--- src/rtl/core/wsfr_pkg.sv ---
package wsfr_pkg;

    localparam int unsigned BYTE_W   = 8;
    localparam int unsigned LEN_W    = 16;
    localparam int unsigned OPCODE_W = 4;
    localparam int unsigned KEY_W    = 32;

    typedef enum logic [2:0] {
        PH_HDR0    = 3'd0,
        PH_HDR1    = 3'd1,
        PH_LEN16   = 3'd2,
        PH_MASK    = 3'd3,
        PH_PAYLOAD = 3'd4
    } wsfr_phase_t;

    typedef enum logic [1:0] {
        EV_DATA  = 2'd0,
        EV_PONG  = 2'd1,
        EV_CLOSE = 2'd2,
        EV_DROP  = 2'd3
    } wsfr_event_t;

    localparam logic [OPCODE_W-1:0] OP_TEXT   = 4'h1;
    localparam logic [OPCODE_W-1:0] OP_BINARY = 4'h2;
    localparam logic [OPCODE_W-1:0] OP_CLOSE  = 4'h8;
    localparam logic [OPCODE_W-1:0] OP_PING   = 4'h9;

    localparam logic [6:0] LEN7_EXT16 = 7'd126;
    localparam logic [6:0] LEN7_EXT64 = 7'd127;

    typedef struct packed {
        logic              valid;
        wsfr_event_t       kind;
        logic [BYTE_W-1:0] data;
        logic              binary;
        logic              last;
    } wsfr_result_t;

endpackage

--- src/rtl/core/wsfr_parser.sv ---
module wsfr_parser
    import wsfr_pkg::*;
(
    input  logic              aclk,
    input  logic              aresetn,
    input  logic              step,
    input  logic [BYTE_W-1:0] rx_byte,
    output wsfr_result_t      result
);

    wsfr_phase_t         phase_reg, phase_next;
    logic [OPCODE_W-1:0] opcode_reg, opcode_next;
    logic                mask_en_reg, mask_en_next;
    logic [LEN_W-1:0]    length_reg, length_next;
    logic [1:0]          hdr_cnt_reg, hdr_cnt_next;
    logic [BYTE_W-1:0]   len_hi_reg, len_hi_next;
    logic [KEY_W-1:0]    key_reg, key_next;
    logic [LEN_W-1:0]    pay_cnt_reg, pay_cnt_next;

    always_ff @(posedge aclk) begin
        if (!aresetn) begin
            phase_reg   <= PH_HDR0;
            opcode_reg  <= '0;
            mask_en_reg <= 1'b0;
            length_reg  <= '0;
            hdr_cnt_reg <= '0;
            len_hi_reg  <= '0;
            key_reg     <= '0;
            pay_cnt_reg <= '0;
        end else if (step) begin
            phase_reg   <= phase_next;
            opcode_reg  <= opcode_next;
            mask_en_reg <= mask_en_next;
            length_reg  <= length_next;
            hdr_cnt_reg <= hdr_cnt_next;
            len_hi_reg  <= len_hi_next;
            key_reg     <= key_next;
            pay_cnt_reg <= pay_cnt_next;
        end
    end

    always_comb begin
        logic              start;
        logic              finish;
        logic [LEN_W-1:0]  new_len;
        logic [LEN_W-1:0]  cnt_inc;
        logic [BYTE_W-1:0] key_byte;
        logic              last;

        phase_next   = phase_reg;
        opcode_next  = opcode_reg;
        mask_en_next = mask_en_reg;
        length_next  = length_reg;
        hdr_cnt_next = hdr_cnt_reg;
        len_hi_next  = len_hi_reg;
        key_next     = key_reg;
        pay_cnt_next = pay_cnt_reg;
        result       = '{valid: 1'b0, kind: EV_DATA, data: '0, binary: 1'b0, last: 1'b0};
        start        = 1'b0;
        finish       = 1'b0;
        new_len      = length_reg;
        cnt_inc      = pay_cnt_reg + LEN_W'(1);
        key_byte     = key_reg[{pay_cnt_reg[1:0], 3'b000} +: BYTE_W];
        last         = (cnt_inc >= length_reg);

        case (phase_reg)
            PH_HDR1: begin
                mask_en_next = rx_byte[7];
                new_len      = LEN_W'(rx_byte[6:0]);
                length_next  = new_len;
                if (rx_byte[6:0] == LEN7_EXT64) begin
                    // 64-bit lengths are not supported: drop the link
                    phase_next = PH_HDR0;
                    result     = '{valid: 1'b1, kind: EV_DROP, data: '0,
                                   binary: 1'b0, last: 1'b0};
                end else begin
                    hdr_cnt_next = '0;
                    if (rx_byte[6:0] == LEN7_EXT16) begin
                        phase_next = PH_LEN16;
                    end else if (rx_byte[7]) begin
                        phase_next = PH_MASK;
                    end else begin
                        start = 1'b1;
                    end
                end
            end
            PH_LEN16: begin
                if (hdr_cnt_reg == 2'd0) begin
                    len_hi_next  = rx_byte;
                    hdr_cnt_next = 2'd1;
                end else begin
                    new_len      = {len_hi_reg, rx_byte};
                    length_next  = new_len;
                    hdr_cnt_next = '0;
                    if (mask_en_reg) begin
                        phase_next = PH_MASK;
                    end else begin
                        start = 1'b1;
                    end
                end
            end
            PH_MASK: begin
                key_next[{hdr_cnt_reg, 3'b000} +: BYTE_W] = rx_byte;
                if (hdr_cnt_reg != 2'd3) begin
                    hdr_cnt_next = hdr_cnt_reg + 2'd1;
                end else begin
                    hdr_cnt_next = '0;
                    start        = 1'b1;
                end
            end
            PH_PAYLOAD: begin
                pay_cnt_next = cnt_inc;
                if (opcode_reg == OP_TEXT || opcode_reg == OP_BINARY) begin
                    if (last) begin
                        phase_next = PH_HDR0;
                    end
                    result = '{valid: 1'b1, kind: EV_DATA,
                               data: mask_en_reg ? (rx_byte ^ key_byte) : rx_byte,
                               binary: (opcode_reg == OP_BINARY), last: last};
                end else if (last) begin
                    finish = 1'b1;
                end
            end
            default: begin
                // first header byte; FIN and RSV bits ignored
                opcode_next = rx_byte[OPCODE_W-1:0];
                phase_next  = PH_HDR1;
            end
        endcase

        // header complete: enter payload or close out an empty frame
        if (start) begin
            pay_cnt_next = '0;
            if (new_len != '0) begin
                phase_next = PH_PAYLOAD;
            end else begin
                finish = 1'b1;
            end
        end

        if (finish) begin
            phase_next = PH_HDR0;
            if (opcode_reg == OP_CLOSE) begin
                result = '{valid: 1'b1, kind: EV_CLOSE, data: '0, binary: 1'b0, last: 1'b0};
            end else if (opcode_reg == OP_PING) begin
                result = '{valid: 1'b1, kind: EV_PONG, data: '0, binary: 1'b0, last: 1'b0};
            end
        end
    end

endmodule

--- src/rtl/core/websocket_frame_receiver.sv ---
// Channel | Handshake        | Payload ports                                           | Item
// --------+------------------+---------------------------------------------------------+------
// input   | s_valid, s_ready | s_rx_byte                                               | byte
// result  | m_valid, m_ready | m_event_kind, m_data_byte, m_is_binary, m_last_in_frame | event
//
// One byte is accepted per cycle while s_ready is high. It waits in the input register until the
// result register is free; then the parser steps on it and loads its event, if any, raising m_valid.
// Synchronous active-low reset returns the parser to the first header byte, both regs empty.
// While a result waits with m_ready low, hold the byte in the input register whatever it
// would produce; s_ready drops once that register is full, and both advance in the cycle the
// result is taken.
module websocket_frame_receiver
    import wsfr_pkg::*;
(
    input  logic              aclk,
    input  logic              aresetn,

    input  logic              s_valid,
    output logic              s_ready,
    input  logic [BYTE_W-1:0] s_rx_byte,

    output logic              m_valid,
    input  logic              m_ready,
    output logic [1:0]        m_event_kind,
    output logic [BYTE_W-1:0] m_data_byte,
    output logic              m_is_binary,
    output logic              m_last_in_frame
);

    // input register
    logic              in_valid_reg;
    logic [BYTE_W-1:0] in_byte_reg;

    // result register
    logic              out_valid_reg;
    wsfr_event_t       out_kind_reg;
    logic [BYTE_W-1:0] out_data_reg;
    logic              out_bin_reg;
    logic              out_last_reg;

    wsfr_result_t      result;
    logic              out_free;
    logic              advance;

    // result register can take a new event when empty or being drained
    assign out_free = !out_valid_reg || m_ready;
    // advance the held byte through the parser
    assign advance  = in_valid_reg && out_free;
    assign s_ready  = !in_valid_reg || advance;

    always_ff @(posedge aclk) begin
        if (!aresetn) begin
            in_valid_reg <= 1'b0;
        end else if (s_ready) begin
            in_valid_reg <= s_valid;
        end
    end

    always_ff @(posedge aclk) begin
        if (s_valid && s_ready) begin
            in_byte_reg <= s_rx_byte;
        end
    end

    wsfr_parser u_parser (
        .aclk    (aclk),
        .aresetn (aresetn),
        .step    (advance),
        .rx_byte (in_byte_reg),
        .result  (result)
    );

    always_ff @(posedge aclk) begin
        if (!aresetn) begin
            out_valid_reg <= 1'b0;
        end else if (out_free) begin
            out_valid_reg <= advance && result.valid;
        end
    end

    // capture payload only when a new event is written
    always_ff @(posedge aclk) begin
        if (advance && result.valid && out_free) begin
            out_kind_reg <= result.kind;
            out_data_reg <= result.data;
            out_bin_reg  <= result.binary;
            out_last_reg <= result.last;
        end
    end

    assign m_valid         = out_valid_reg;
    assign m_event_kind    = out_kind_reg;
    assign m_data_byte     = out_data_reg;
    assign m_is_binary     = out_bin_reg;
    assign m_last_in_frame = out_last_reg;

endmodule

--- config.mk ---
export PLATFORM = sky130hd
export DESIGN_NAME = websocket_frame_receiver
export DESIGN_NICKNAME = d
export VERILOG_FILES = /design/src/rtl/core/wsfr_pkg.sv /design/src/rtl/core/wsfr_parser.sv /design/src/rtl/core/websocket_frame_receiver.sv
export SDC_FILE = /design/constraint.sdc
export NUM_CORES = 1
export LEC_CHECK = 0
export BUFFER_PORTS_ARGS = -buffer_cell sky130_fd_sc_hd__buf_4
export CELL_PAD_IN_SITES_DETAIL_PLACEMENT = 1
export CELL_PAD_IN_SITES_GLOBAL_PLACEMENT = 1
export CORE_UTILIZATION = 35
export CTS_BUF_LIST = sky130_fd_sc_hd__clkbuf_8 sky130_fd_sc_hd__clkbuf_16
export CTS_CLUSTER_SIZE = 10
export DETAILED_ROUTE_END_ITERATION = 8
export GPL_ROUTABILITY_DRIVEN = 1
export GPL_TIMING_DRIVEN = 0
export PLACE_DENSITY_LB_ADDON = 0.2
export SLEW_MARGIN = 20
export SYNTH_ARGS = -nofsm -noshare
export SYNTH_HDL_FRONTEND = slang
export SYNTH_SLANG_ARGS = --single-unit
--- constraint.sdc ---
create_clock -name aclk -period 4.9 [get_ports aclk]
set_clock_uncertainty 0.2 [all_clocks]
set_input_delay 0.735 -clock aclk [delete_from_list [all_inputs] [get_ports aclk]]
set_output_delay 0.735 -clock aclk [all_outputs]
set_load 0.1 [all_outputs]
# --- Word level (Yosys, flattened, before mapping) ---
# Index checks and enable logic that the tools add are counted.
# Widths: inputs -> output; s select.
totals:
  out_inout_bits: 14
  elab_cells: 95
  in_bits: 12
  register_bits: 104
op_classes:
  shift: 3
  addsub: 3
  n_lt_le_gt_ge: 1
  muxes: 39
  n_reduce_logical: 20
  bitwise_logic: 2
  eq_ne: 12
ops:
  columns: ["op", "count"]
  rows:
  - ["$mux 13", 5]
  - ["$mux 16", 3]
  - ["$bwmux 32", 1]
  - ["$pmux 16 s2", 1]
  - ["$shift 8x7->32 const A", 1]
  - ["$shiftx 32x6->8", 1]
  - ["$shiftx 8x7->32", 1]
  - ["$mux 3", 10]
  - ["$pmux 13 s2", 1]
  - ["$add 16x1->16 const B", 1]
  - ["$ge 16x16->1", 1]
  - ["$reduce_bool 16->1", 1]
  - ["$eq 7x7->1 const B", 2]
  - ["$mux 1", 12]
  - ["$pmux 3 s4", 1]
  - ["$eq 4x4->1 const B", 2]
  - ["$mux 8", 1]
  - ["$reduce_and 2->1", 4]
  - ["$xor 8x8->8", 1]
  - ["$neg 5->7", 1]
  - ["$eq 3x2->1 const B", 2]
  - ["$pmux 2 s3", 1]
  - ["$reduce_and 3->1", 2]
  - ["$eq 4x1->1 const B", 1]
  - ["15 further kinds", 23]

# --- Logic depth before layout (Yosys ltp) ---
# Gate-level depths: netlist (run 1).
depth:
  depth_word: 10
  depth_mapped: 12
  ltp_nobuf: 12

# --- Modules after synthesis ---
# Synthesis (run 1) repeated with hierarchy kept, for this count alone.
unflattened:
  hier_cells: 611
  hier_area_um2: 5486.5
by_module_without_submodules:
  columns: ["module", "cells_per_inst", "area_each_um2", "seq_area_each_um2", "instances"]
  rows:
  - ["wsfr_parser", 578, 4773.3, 1641.6, 1]
  - ["websocket_frame_receiver", 33, 713.2, 640.6, 1]

# --- Worst setup path after synthesis (run 1) ---
# No wires, ideal clock.
synth_timing:
  path_kind: "flip-flop to flip-flop"
  from: "register u_parser.pay_cnt_reg[0]"
  to: "register out_data_reg[0], in the netlist m_data_byte[0] (enable)"
  setup_ns: 0.385
  stages_incl_launch_ff: 11
  arrival_time_ns: 3.267
  required_ns: 4.315
  n_path_buf: 0
  setup_slack_ns: 1.048
  cell_sequence: "dfxtp_1 -> ha_1 -> inv_1 -> or2_2 -> xnor2_1 -> ha_1 -> nand4_1 -> o311a_1 -> o41ai_1 -> a21oi_1 -> a21oi_1"
synth_via:
  elab_chain_cells: 10
synth_rtl:
  columns: ["item", "line", "text"]
  rows:
  - ["start: declaration", "wsfr_parser.sv:18", "logic [LEN_W-1:0] pay_cnt_reg, pay_cnt_next;"]
  - ["start signal: assignment", "wsfr_parser.sv:38", "pay_cnt_reg <= pay_cnt_next;"]
  - ["$add 16x1->16 (*)", "wsfr_parser.sv:62", "cnt_inc = pay_cnt_reg + LEN_W'(1);"]
  - ["$ge 16x16->1 (*)", "wsfr_parser.sv:64", "last = (cnt_inc >= length_reg);"]
  - ["$mux 1 (*)", "wsfr_parser.sv:120", "end else if (last) begin"]
  - ["$mux 1 (*)", "wsfr_parser.sv:113", "if (opcode_reg == OP_TEXT || opcode_reg == OP_BINARY) begin"]
  - ["$mux 1 (*)", "wsfr_parser.sv:66", "case (phase_reg)"]
  - ["$mux 1", "wsfr_parser.sv:134", "if (new_len != '0) begin"]
  - ["$mux 1 (*)", "wsfr_parser.sv:132", "if (start) begin"]
  - ["$mux 13 (*)", "wsfr_parser.sv:141", "if (finish) begin"]
  - ["$logic_and 1x1->1 (*) (2 in a row)", "websocket_frame_receiver.sv:83", "if (advance && result.valid && out_free) begin"]
  - ["end signal: assignment", "websocket_frame_receiver.sv:85", "out_data_reg <= result.data;"]
  - ["end: declaration", "websocket_frame_receiver.sv:37", "logic [BYTE_W-1:0] out_data_reg;"]
# Mark *: on every way between the ends. The rest lies on a longest branch, timed or not.
# A chain may end at the register's enable or synchronous reset.

# --- Worst setup path after layout (run 1) ---
layout_timing:
  from: "register u_parser.pay_cnt_reg[1]"
  to: "register out_data_reg[0], in the netlist m_data_byte[0] (enable)"
# Same word-level chain as after synthesis.

==> results.toml, run 1 <==
[status]
status = "finished clean"

[logic_synthesis]
synth.distinct_cells = 62
ys_ff_latch = 104
synthArstFlopShare_pct = 0
yosysSeqAreaShare_pct = 40.1
synth_area_um2 = 5690
synth_flop_cell = "dfxtp_1"
ys.warnings.count = 0
syn_nets = 675
syn-instance-count = 640
synth-edff-count = 20
syn_area_per_cell_um2 = 8.89

[hold_path]
min_from = "u_parser.key_reg[3]"
hold_class = "register to register"
whs_endpoint = "u_parser.key_reg[3]"
hold_path_depth = 2

[cts]
cts_buffers = 9
hold_buffers = 0
cts_setup_buffers = 0
clk_latency_ps = 360
cts_root_buf = "clkbuf_16"
htree_levels = 3
cts.sinks = 104
cts_buffer_depth = 2
tritoncts = "done"
cts_resized = 0
worst_setup_hold_path_clk_slew_ps = 80

[floorplanning]
die_area_um2 = 16800
die_y_um = 130
rows = 46
initial_core_util_pct = 35.8
ioPinCount = 26
core_area_um2 = 15900
die_x_um = 130

[global_route]
gr-usage-all-layers_pct = 21.2
grt_pass1_vias = 4923
grt_pass1_wl_um = 26800
grt_overflow = 0
antenna_found_initial = 0
grt_max_degree = 20

[timing]
worst_pin_slew_ps = 999
hold_ws_ps = 267
tns_ps = 0
finalSetupViolations = 0
finalHoldViolations = 0
fmax_mhz = 224
final_max_slew_viol_count = 0
layout_worst_path_cycle_share_pct = 91.3
post-route-min-period_ps = 4470
relSlewSlack_pct = 33.2
grt_setup_unrepaired = "no"

[placement]
numPlacedInstances = 880
globalplace.congestion = 0.803
postPlaceCellArea_um2 = 6150
io_buffers = 24
hpwl_um = 12700

[routing]
wl_um = 16800
vias = 4814
avgRoutedWirePerCell_um = 18.7
ant_nets = 0
viasPerCell = 5.37
drc_errors = 0
drt-pass1-iter-count = 4
drtIter0Drc = 242

[setup_path]
cp_max_fo = 12
r2r_cells = 10
worstSetupEndpointType = "register"
critPathLaunchType = "register"
crit_required_ps = 4690
reg2reg_from = "u_parser.pay_cnt_reg[1]"
reg2reg_to = "m_data_byte[0]"
worstPathArrival_ps = 4260
r2r_setup_slack_ps = 430
path_class = "register to register"

[flow_run]
maxCapViolCount = 0

[pwr]
irDropWorstVdd_mv = 0.149
power_leakage_uw = 0.00224
power_density_nw_per_um2 = 276

[cells_and_area]
finalNetCount = 710
syn_to_final_growth_pct = 13.2
design_area_um2 = 6440
diodes = 0
stdcell_count = 896
drive_gt1_share_pct = 11.0
final_util_pct = 40.6
largest_reg_flops = 32
nFillCells = 1876
Yosys cell counts (11+ instances only):
library cell | count | area share (%)
mux2i_1 | 11 | 1.9
inv_1 | 23 | 1.5
ha_1 | 23 | 5.1
clkbuf_1 | 26 | 1.7
xnor2_1 | 12 | 1.8
o21ai_0 | 16 | 1.4
dfxtp_1 | 84 | 30
edfxtp_1 | 20 | 11
nor2b_1 | 28 | 3.1
nor2_1 | 39 | 2.6
nand3_1 | 44 | 3.9
a21boi_0 | 51 | 6.7
nor3b_1 | 13 | 1.7
xor2_1 | 12 | 1.8
nand2_1 | 84 | 5.5
a21oi_1 | 18 | 1.6
nor3_1 | 15 | 1.3
power by group:
| group | internal [uW] | total [uW] | switching [uW] |
|---|---|---|---|
| sequential | 884 | 897 | 13.3 |
| clock | 357 | 720 | 363 |
| combinational | 55.9 | 159 | 103 |
how the worst max path moves through the flow:
stage | startpoint | to | slack, ps | cells past startpoint
2_1_floorplan | u_parser.pay_cnt_reg[0] | m_data_byte[0] | 1050 | 10
3_3_place_gp | u_parser.pay_cnt_reg[1] | m_data_byte[4] | -170 | 10
3_5_place_dp | u_parser.pay_cnt_reg[1] | m_data_byte[5] | 410 | 10
4_1_cts | u_parser.pay_cnt_reg[1] | m_last_in_frame | 400 | 10
5_1_grt | u_parser.pay_cnt_reg[1] | m_last_in_frame | 110 | 10
6_report | u_parser.pay_cnt_reg[1] | m_data_byte[0] | 430 | 10
worst max-delay path, cell delays in order (launching register included):
cell and delay [ps]:
dfxtp_1 360, clkbuf_1 520, nand3_1 320, nor2_1 220
xor2_1 260, ha_1 190, nand4_1 100, o311a_1 380
o41ai_2 740, a21oi_1 190, a21oi_2 620
layout make-up:
class,count,area [um2],share of cell area [%]
Multi-Input combinational cell,471,3150,48.9
Sequential cell,104,2280,35.4
Tap cell,216,270,4.19
Clock buffer,9,225,3.50
Buffer,41,183,2.84
Timing Repair Buffer,24,180,2.80
Inverter,24,90.1,1.40
Clock inverter,7,63.8,0.990
placed cells by master (no fill, tap or decap), drive strengths merged, types with 11 or more instances in the layout:
| cell type | Yosys | layout |
|---|---|---|
| a21boi | 51 | 51 |
| a21oi | 18 | 18 |
| buf | 15 | 39 |
| clkbuf | 26 | 35 |
| dfxtp | 84 | 84 |
| edfxtp | 20 | 20 |
| ha | 23 | 23 |
| inv | 24 | 27 |
| mux2i | 11 | 11 |
| nand2 | 85 | 85 |
| nand3 | 44 | 44 |
| nor2 | 39 | 39 |
| nor2b | 28 | 28 |
| nor3 | 16 | 16 |
| nor3b | 13 | 13 |
| o21ai | 20 | 20 |
| xnor2 | 12 | 12 |
| xor2 | 12 | 12 |
per-layer routing:
metal,vias up,part of all wire [%],track usage (%)
met3,18,2.8,2.85
met2,75,48,35.7
met1,2377,48,27.9
met5,-,0,0
li1,2344,-,-
met4,0,1.5,7.11
cells by family after synthesis:
logic type | after synthesis | synth area share (%)
compound gates | 141 | 17.9
xor+xnor | 24 | 3.69
fa+ha+maj | 23 | 5.06
buf+inv | 65 | 4.79
flops | 104 | 40.1
mux | 20 | 5.30
simple gates | 263 | 23.2
metrics by stage:
stage	worst slack, ps	total power, uW
after floorplan	1050	1020
after global placement	-171	1070
after detailed placement	414	1080
after CTS	398	1790
after global routing	115	1840
final	428	1780
(Power assumes the default switching activity.)
==> run 2, diff against run 1 <==
--- a/config.mk
+++ b/config.mk
@@ -13,9 +13,7 @@
 export CTS_CLUSTER_SIZE = 10
 export DETAILED_ROUTE_END_ITERATION = 8
 export GPL_ROUTABILITY_DRIVEN = 1
-export GPL_TIMING_DRIVEN = 0
 export PLACE_DENSITY_LB_ADDON = 0.2
-export SLEW_MARGIN = 20
 export SYNTH_ARGS = -nofsm -noshare
 export SYNTH_HDL_FRONTEND = slang
 export SYNTH_SLANG_ARGS = --single-unit
==> run 2 against run 1 <==
  * Global-route usage down 1.1 points
  * Die area unchanged
  * Sequential share of layout area up 0.68 points
  * Critical endpoint is now m_is_binary
  * Sequential power up 2.9%
  * Critical path type unchanged
  * Non-clock buffer count down 35
==> results.toml, run 2 (synthesized netlist as in run 1, its figures left out) <==
[status]
status = "finished clean"

[floorplanning]
core_area_um2 = 15900
die_area_um2 = 16800
ioPinCount = 26
die_y_um = 130
die_x_um = 130
rows = 46
initial_core_util_pct = 35.8

[cells_and_area]
largest_reg_flops = 32
syn_to_final_growth_pct = 11.1
finalNetCount = 675
layout_common_cells = "nand2_1 (84), dfxtp_1 (84), a21boi_0 (51)"
drive_gt1_share_pct = 10.7
diodes = 0

[placement]
globalplace.congestion = 0.777
io_buffers = 25
hpwl_um = 11300
pre_cts_ws_ps = 1000

[timing]
finalHoldViolations = 0
grt_setup_unrepaired = "no"
setup_slack_ps = 980
relSlewSlack_pct = 27.2
finalSetupViolations = 0
final_max_slew_viol_count = 0
layout_worst_path_cycle_share_pct = 80.0
tns_ps = 0
worst_pin_slew_ps = 1080
post-route-min-period_ps = 3920
hold_ws_ps = 266
fmax_mhz = 255

[routing]
drtIter0Drc = 232
drt-pass1-iter-count = 6
vias = 4594
wl_um = 15700
ant_nets = 0
viasPerCell = 5.34
avgRoutedWirePerCell_um = 18.2
drc_errors = 0

[setup_path]
worstPathArrival_ps = 3780
path_class = "register to register"
crit_required_ps = 4760
critPathMaxStageDelay_ps = 630
critPathLaunchType = "register"
cp_max_fo = 12
crit_chain = "ha_1 > inv_1 > or2_2 > xnor2_1 > ha_1 > nand4_1 > o311a_1 > o41ai_1 > buf_4 > a21oi_1 > a21oi_1 > buf_4"
worstSetupEndpointType = "register"
cp_slowest_cell = "dfxtp_1"

[pwr]
power_leakage_uw = 0.00219
power_uw = 1810
irDropWorstVdd_mv = 0.159
power_density_nw_per_um2 = 286

[global_route]
busiest_layer = "met2"
grt_pass1_vias = 4768
gr-usage-all-layers_pct = 20.1
met3_usage_pct = 2.77
grt_max_degree = 86
grt_overflow = 0
grtUsageMet2_pct = 32.7
antenna_found_initial = 0
grt_pass1_wl_um = 25800
gr-usage-met1_pct = 27.5

[cts]
htree_levels = 3
cts.sinks = 104
cts_buffer_depth = 2
tritoncts = "done"
cts_buffers = 9
cts_setup_buffers = 0
cts_resized = 0
clk_latency_ps = 370
hold_buffers = 0
cts_root_buf = "clkbuf_16"
worst_setup_hold_path_clk_slew_ps = 70

[hold_path]
hold_class = "register to register"

[flow_run]
maxCapViolCount = 0
[run 2: changes by cell type in the layout (fill, tap and decap cells not counted), moves of 2 or more]
cell      before  now
buf_1          4    0
inv_8          3    5
buf_6          2    0
buf_2          8    0
clkbuf_1      26    0
buf_4         25   30
clkinv_8       0    2
clkinv_4       2    0
[run 2: layout make-up]
| cell class | instances | area (um2) |
|---|---|---|
| Clock buffer | 9 | 225 |
| Clock inverter | 7 | 88.8 |
| Fill cell | 1870 | 9560 |
| Inverter | 24 | 90.1 |
| Multi-Input combinational cell | 471 | 3140 |
| Sequential cell | 104 | 2280 |
| Tap cell | 216 | 270 |
| Timing Repair Buffer | 30 | 225 |
[run 2: metrics by stage]
step | utilization (%) | cell area [um2] | instances
2_1_floorplan | - | 5690 | 640
3_3_place_gp | 37.8 | 6010 | 845
3_5_place_dp | 37.8 | 6010 | 845
4_1_cts | 39.8 | 6320 | 861
5_1_grt | 39.8 | 6320 | 861
6_report | 39.8 | 6320 | 861
[run 2: worst max-delay path: cells and delay by family (launching register included)]
family,cells,cell delay [ps]
AO/OA/AOI/OAI,4,990
XOR/XNOR,1,150
adder cells (fa/ha/maj),2,640
buffers and inverters,3,550
flip-flops,1,630
AND/OR/NAND/NOR,2,460
[run 2: worst paths after layout]
path | endpoint | depth (start not counted) | slack (ps) | startpoint
setup reg to reg | m_is_binary | 12 | 980 | u_parser.pay_cnt_reg[1]
hold / removal | u_parser.key_reg[24] | 2 | 270 | u_parser.key_reg[24]
setup / recovery | m_is_binary | 12 | 980 | u_parser.pay_cnt_reg[1]
hold reg to reg | u_parser.key_reg[24] | 2 | 270 | u_parser.key_reg[24]
[run 2: power breakdown]
| part | switching (uW) | internal [uW] |
|---|---|---|
| Combinational | 72.8 | 53.1 |
| Sequential | 39.0 | 884 |
| Clock | 386 | 372 |
[run 2: routing by layer]
layer  vias to the layer above  wire, um
met4                         0       196
met5                         -         0
met2                        58      7240
met3                        11       347
met1                      2249      7920
li1                       2276         -
==> run 3, diff against run 2 <==
==> constraint.sdc (replaced) <==
create_clock -name aclk -period 4.1 [get_ports aclk]
set_clock_uncertainty 0.2 [all_clocks]
set_input_delay 0.615 -clock aclk [delete_from_list [all_inputs] [get_ports aclk]]
set_output_delay 0.615 -clock aclk [all_outputs]
set_load 0.1 [all_outputs]
==> run 3 against run 2 <==
  * Power is 17% higher
  * Sequential share of layout area is 0.071 points lower
  * Non-clock buffer count is 5 higher
  * Highest routed layer unchanged
  * First-iteration DRC count is 13% higher
  * Sequential power is 19% higher
  * Largest power group unchanged
==> results.toml, run 3 (synthesized netlist as in run 1, its figures left out) <==
[cells_and_area]
syn_to_final_growth_pct = 11.3
layout_common_cells = "nand2_1 (84), dfxtp_1 (84), a21boi_0 (51)"
drive_gt1_share_pct = 11.4
largest_reg_flops = 32
diodes = 0
design_area_um2 = 6330
nFillCells = 1893
finalNetCount = 680
stdcell_count = 866

[global_route]
grt_overflow = 0
grt_pass1_wl_um = 25700
grt_max_degree = 86
grt_pass1_vias = 4741
antenna_found_initial = 0
gr-usage-all-layers_pct = 20.1

[flow_run]
maxCapViolCount = 0

[floorplanning]
rows = 46
die_y_um = 130
initial_core_util_pct = 35.8
core_area_um2 = 15900
die_area_um2 = 16800
ioPinCount = 26
die_x_um = 130

[cts]
cts_buffers = 9
cts_resized = 0
tritoncts = "done"
cts_root_buf = "clkbuf_16"
cts_buffer_depth = 2
worst_setup_hold_path_clk_slew_ps = 80
cts_setup_buffers = 0
hold_buffers = 0
clk_latency_ps = 360
htree_levels = 3
cts.sinks = 104

[pwr]
power_density_nw_per_um2 = 334
internal_power_uw = 1550
power_uw = 2120
p_comb_share_pct = 7.3
p_sw_uw = 569
power_leakage_uw = 0.00220
irDropWorstVdd_mv = 0.184
power_frac_seq_pct = 52.0
clkPwrFrac_pct = 40.8
p_sw_share_pct = 26.9

[setup_path]
crit_required_ps = 3960
critPathMaxStageDelay_ps = 560
worstPathArrival_ps = 3430
cp_common_cell = "a21oi_1"
cp_max_fo = 12
critical_path_buf_inv_count = 2
crit_chain = "inv_1 > ha_1 > nand2b_1 > a21oi_1 > o21ai_0 > nor4_1 > nand4_2 > a21oi_1 > buf_4"
cp_top_family = "compound AO/OA/AOI/OAI gates"
path_class = "register to register"
worstSetupEndpointType = "register"
critPathLaunchType = "register"
cp_slowest_cell = "a21oi_1"

[routing]
viasPerCell = 5.41
vias = 4689
ant_nets = 0
wl_um = 15900
drtIter0Drc = 261
drc_errors = 0
avgRoutedWirePerCell_um = 18.3
drt-pass1-iter-count = 4

[placement]
hpwl_um = 11400
io_buffers = 25
postPlaceCellArea_um2 = 6040
globalplace.congestion = 0.778
numPlacedInstances = 850

[timing]
finalSetupViolations = 0
final_max_slew_viol_count = 0
tns_ps = 0
fmax_mhz = 280
finalHoldViolations = 0
layout_worst_path_cycle_share_pct = 87.1
post-route-min-period_ps = 3570
grt_setup_unrepaired = "no"
relSlewSlack_pct = 29.4
worst_pin_slew_ps = 1060

[status]
status = "finished clean"

[hold_path]
hold_class = "input pin to register"
## run 3: cell types whose count changed in the layout (fill, tap and decap cells not counted)
cell / previous run / this run
buf_4: 30 / 35
clkinv_4: 0 / 2
clkinv_8: 2 / 0
clkinvlp_4: 0 / 2
inv_6: 0 / 1
inv_8: 5 / 2
## run 3: power by group through the flow
stage,combinational (uW),clock (uW),sequential [uW]
after floorplan,124,0,1090
after global placement,150,0,1120
after detailed placement,154,0,1120
final,154,862,1100
after global routing,170,918,1100
after CTS,155,882,1100
## run 3: final cells by class
cell class	count	area [um2]	area share (%)
Timing Repair Buffer	35	263	4.15
Inverter	24	90.1	1.42
Multi-Input combinational cell	471	3140	49.6
Sequential cell	104	2280	36.0
Tap cell	216	270	4.27
Clock buffer	9	225	3.56
Clock inverter	7	63.8	1.01
## run 3: final timing paths
check                     startpoint                    to  slack, ps  cells past startpoint
max          u_parser.hdr_cnt_reg[0]        m_data_byte[0]        530                      9
min                     s_rx_byte[5]        in_byte_reg[5]        230                      1
max reg2reg  u_parser.hdr_cnt_reg[0]        m_data_byte[0]        530                      9
min reg2reg     u_parser.key_reg[14]  u_parser.key_reg[14]        270                      2
## run 3: worst reg2reg max path, cell delays in order (launching register included)
cell and delay, ps:
dfxtp_1 470, inv_1 160, ha_1 380, nand2b_1 240
a21oi_1 560, o21ai_0 220, nor4_1 390, nand4_2 240
a21oi_1 180, buf_4 220
## run 3: through the flow
| stage | worst slack [ps] | hold slack, ps | utilization (%) |
|---|---|---|---|
| floorplan | 248 | 238 | - |
| global placement | 634 | 246 | 38.1 |
| detailed placement | 521 | 257 | 38.1 |
| CTS | 510 | 216 | 39.9 |
| global route | 197 | 216 | 39.9 |
| finish | 527 | 227 | 39.9 |
## run 3: metal layers
| layer | GRT usage [%] | vias to the layer above | wire length [um] |
|---|---|---|---|
| met4 | 7.87 | 0 | 286 |
| met2 | 31.8 | 73 | 7370 |
| met1 | 27.9 | 2320 | 7800 |
| li1 | - | 2279 | - |
| met3 | 2.31 | 17 | 431 |
| met5 | 0 | - | 0 |
